<file path="src/tucc_pkg.sv">
// ----------------------------------------------------------------------------
// tucc_pkg
// shared types and constants of the tile unique color checker
// ----------------------------------------------------------------------------
package tucc_pkg;

  // fixed field widths
  localparam int unsigned ColorW   = 24;
  localparam int unsigned TprW     = 9;
  localparam int unsigned TileNumW = 16;
  localparam int unsigned TilePosW = 8;

  // apb port
  localparam int unsigned AddrW = 3;
  localparam int unsigned DataW = 32;

  // register indexes, byte address is 4 * index
  typedef enum logic {
    REG_TRANSPARENT   = 1'b0,
    REG_TILES_PER_ROW = 1'b1
  } reg_idx_e;

  // request into the color set, one per processed pixel
  typedef struct packed {
    logic              take;   // pixel is processed this cycle
    logic              clear;  // pixel is the last of its tile
    logic [ColorW-1:0] color;
  } set_req_t;

endpackage

</file>
<file path="src/tucc_color_set.sv">
// ----------------------------------------------------------------------------
// tucc_color_set
// distinct color set of the current tile with parallel compare and insert
// ----------------------------------------------------------------------------
module tucc_color_set #(
  parameter int unsigned PALETTE_COLORS = 16
) (
  input  logic                                     clk_i,
  input  logic                                     rst_ni,
  input  tucc_pkg::set_req_t                       req_i,
  input  logic [tucc_pkg::ColorW-1:0]              transparent_i,
  output logic [$clog2(PALETTE_COLORS+2)-1:0]      count_o
);

  localparam int unsigned CntW = $clog2(PALETTE_COLORS + 2);
  localparam int unsigned IdxW = $clog2(PALETTE_COLORS);

  logic [tucc_pkg::ColorW-1:0] seen_q [PALETTE_COLORS];
  logic [CntW-1:0]             count_q;
  logic [CntW-1:0]             count_d;
  logic                        hit;
  logic                        ignore;
  logic                        store;

  // compare against every stored entry below the fill count
  always_comb begin
    hit = 1'b0;
    for (int unsigned i = 0; i < PALETTE_COLORS; i++) begin
      if ((CntW'(i) < count_q) && (seen_q[i] == req_i.color)) begin
        hit = 1'b1;
      end
    end
  end

  // new color decision, count saturates one above the palette size
  assign ignore  = (req_i.color == transparent_i) ||
                   (count_q > CntW'(PALETTE_COLORS)) || hit;
  assign count_d = ignore ? count_q : count_q + CntW'(1);
  assign store   = req_i.take && !ignore && (count_q < CntW'(PALETTE_COLORS));
  assign count_o = count_d;

  // fill count
  always_ff @(posedge clk_i or negedge rst_ni) begin
    if (!rst_ni) begin
      count_q <= '0;
    end else if (req_i.take) begin
      count_q <= req_i.clear ? '0 : count_d;
    end
  end

  // set entries, read only below the fill count
  always_ff @(posedge clk_i) begin
    if (store) begin
      seen_q[count_q[IdxW-1:0]] <= req_i.color;
    end
  end

endmodule

</file>
<file path="config.mk">
export PLATFORM = sky130hd
export DESIGN_NAME = tucc_color_set
export DESIGN_NICKNAME = d
export VERILOG_FILES = /design/src/tucc_pkg.sv /design/src/tucc_color_set.sv
export SDC_FILE = /design/constraint.sdc
export NUM_CORES = 1
export LEC_CHECK = 0
export BUFFER_PORTS_ARGS = -buffer_cell sky130_fd_sc_hd__clkbuf_2
export CORE_AREA = 2 2 169 171
export CTS_CLUSTER_DIAMETER = 50
export CTS_CLUSTER_SIZE = 14
export DETAILED_ROUTE_END_ITERATION = 7
export DIE_AREA = 0 0 171 173
export GPL_ROUTABILITY_DRIVEN = 0
export GPL_TIMING_DRIVEN = 0
export PLACE_DENSITY = 0.8
export SLEW_MARGIN = 20
export SYNTH_ARGS = -nofsm -noshare
export SYNTH_HDL_FRONTEND = slang
export SYNTH_SLANG_ARGS = --single-unit
</file>
<file path="constraint.sdc">
create_clock -name clk_i -period 10.25 [get_ports clk_i]
set_input_delay 0.5125 -clock clk_i [delete_from_list [all_inputs] [get_ports clk_i]]
set_output_delay 0.5125 -clock clk_i [all_outputs]
set_load 0.02 [all_outputs]
</file>
==> run summary <==
DRT Pass-1 Iters: 5
Starting DRT DRC Count: 1609
Yosys warns: 0
Ys flop type: edfxtp_1
Worst hold path depth: 2
Syn nets: 1142
R2R Setup Slk: 6.02 ns
Total gr overflow: 0
Cts repair resizes: 0
Top area cells in the synthesized netlist: edfxtp_1 67%, xor2_1 15%, xnor2_1 6.2%
Core ar.: 0.0276 sq mm
Num CTS Buffers: 37
Hold path start: req_i[25]
Nets: 1280
Pwr dens: 185 mW/mm^2
Initial Utilization: 62.5%
Fin Hold WS: 0.293 ns
Die H: 173 um
Static leakage: 6.65 nW
Origin of the critical flop-to-flop path: count_q[1]
Sequential area share after synthesis: 67.5%
Critical Setup Path Class: primary input to output pin
CP Launch Type: primary input
RSZ-0062 raised after global routing: no
Largest net degree at the start of global routing: 18
Vias in the first global route: 10100
Worst R2R End: seen_q[11][18]
Clock Skew: 0.0137 ns
Slew @ Worst Pin: 0.981 ns
EDFF count, synth: 384
Layout cells sized above 1: 18.2%
Final worst path period share: 47.4%
Dpl hpwl: 29.5 mm
# diodes: 0
Port Buffers: 56
Synth unique cells: 46
Slew headroom: 34.4%
Vias per inst: 6.30
First-pass GRT wire length: 67.6 mm
Mapped Area: 0.0173 sq mm
Yosys top cell by area: edfxtp_1
DRC: 0
Minimum clock period: 4.86 ns
Setup_tns: 0 ns
#FFs+latches synth: 389
Routed WL: 48.0 mm
CTS tree: done
Area after DPL: 0.0184 sq mm
Final Total Pwr: 0.00362 W
Cells after DPL: 1562
CP Capture Type: output pin
Skew-Pair Late Insertion Delay: 0.53 ns
Die ar.: 0.0296 sq mm
Vias post-DR: 10200
Setup bufs post-CTS: 0
CTS Buffer Depth: 3
Num rows: 61
Htree depth: 2
Ys async rst share: 1.29%
# IOs: 57
Total GRT Usage: 32.9%
Pins Over Slew Limit: 0
Syn_area_per_cell: 15.9 sq um
FMAX: 206 MHz
Post-synth top area share: 66.8%
Status: complete, no violations
Die W: 171 um
Reg2Reg Depth: 12
Antenna viol nets, final: 0
Worst Hold End: count_q[0]
Worst Hold Class: primary input to register
Worst Path Required: 9.74 ns
Initial antenna violation count: 0
Final setup violation count: 0
Final instance count without filler cells: 1621
Mapped Cells: 1086
Wire length per cell: 29.6 um
Clock sink total: 389
Critical Path Fanout Max: 17
Post-Layout Inst Area: 0.0196 sq mm
Clock transition at path regs: 0.07 ns
WP data arrival: 4.35 ns
Max-cap violations: 0
P&R area growth vs syn: 13.5%
Max VDD drop: 160 uV
Clock root buffer: clkbuf_16
Final hold vios: 0
layout by cell type (no fill, tap or decap), types with 3 or more instances in the layout:
master / netlist / final
nand4_1: 41 / 41
clkbuf_2: 0 / 56
clkbuf_16: 0 / 39
nand2_1: 17 / 17
xnor2_1: 122 / 122
buf_2: 2 / 20
bufinv_16: 0 / 5
nor4_2: 0 / 8
clkbuf_1: 3 / 6
inv_6: 0 / 3
buf_12: 5 / 5
buf_6: 22 / 24
buf_4: 18 / 40
edfxtp_1: 384 / 384
nand3_1: 9 / 9
buf_8: 4 / 4
o21ai_0: 5 / 5
nor4_1: 84 / 76
clkinv_2: 0 / 3
clkinv_1: 2 / 6
xor2_1: 287 / 287
nor2_1: 8 / 8
nor3_1: 20 / 12
ha_1: 4 / 4
dfrtp_1: 5 / 5
nor3_2: 1 / 9
inv_1: 6 / 6
worst max-delay path by stage:
stage | from | endpoint | cells past startpoint
after floorplan | req_i[20] | seen_q[3][0] | 11
after global placement | req_i[11] | seen_q[9][6] | 11
after detailed placement | req_i[4] | seen_q[3][12] | 15
after CTS | req_i[4] | count_o[0] | 12
after global routing | req_i[4] | count_o[0] | 12
final | req_i[4] | count_o[0] | 12
state kept, by name (all words and copies together) (netlist names):
signal   count
count_q      5
seen_q     384
metrics by stage:
step                      worst slack (ns)  util, %
after floorplan                       5.46        -
after global placement                2.77     65.2
after detailed placement              5.31     66.5
after CTS                             5.44     70.9
after global routing                  5.37     70.9
final                                 5.39     70.9
cell usage after synthesis, drive strengths merged (5+ instances only):
master	count
nand4	43
nor4	84
dfrtp	5
xnor2	122
xor2	289
edfxtp	384
o21ai	5
inv	6
nor3	21
buf	51
nand2	18
nor2	8
nand3	9
report_power, final:
part,switching [W],internal (W),total (W)
combinational,0.000261,0.000123,0.000384
sequential,0.0000266,0.00182,0.00185
clock,0.000576,0.000815,0.00139
total,0.000863,0.00276,0.00362
final cells by class:
class	instances	area [sq um]
tap	378	473
clock buffer	42	987
inverter	8	30.0
multi-input combinational	635	5100
clock inverter	16	214
fill	1864	8030
buffer	54	564
timing repair buffer	99	568
sequential	389	11700
worst max-delay path, cell delays in order:
cell and delay (ns):
clkbuf_2 0.53, buf_4 0.36, buf_6 0.27, xor2_1 0.10, nor4_1 0.72, nand4_1 0.25, nor3_1 0.41, a211oi_2 0.14
and4_2 0.32, nand2_2 0.23, xnor2_1 0.24, clkbuf_2 0.24
cell families after synthesis:
logic type	count (synthesis)	synth area share, %
xor+xnor	411	20.9
flops	389	67.5
simple gates	191	6.51
buf+inv	62	3.44
compound gates	29	1.29
fa+ha+maj	4	0.290
repair_timing:
action	in CTS	in global routing
setup endpoints to repair	0	0
endpoints found under the hold margin	5	0
hold buffers	1	0
per-layer routing:
layer	up-vias	GRT usage (%)	share of wire, %
li1	4260	-	-
met3	119	6.07	11
met5	-	0	0
met2	687	52.7	48
met4	0	13.1	4.0
met1	5152	44.8	37
Note: power is estimated with default switching activity, not from simulation.
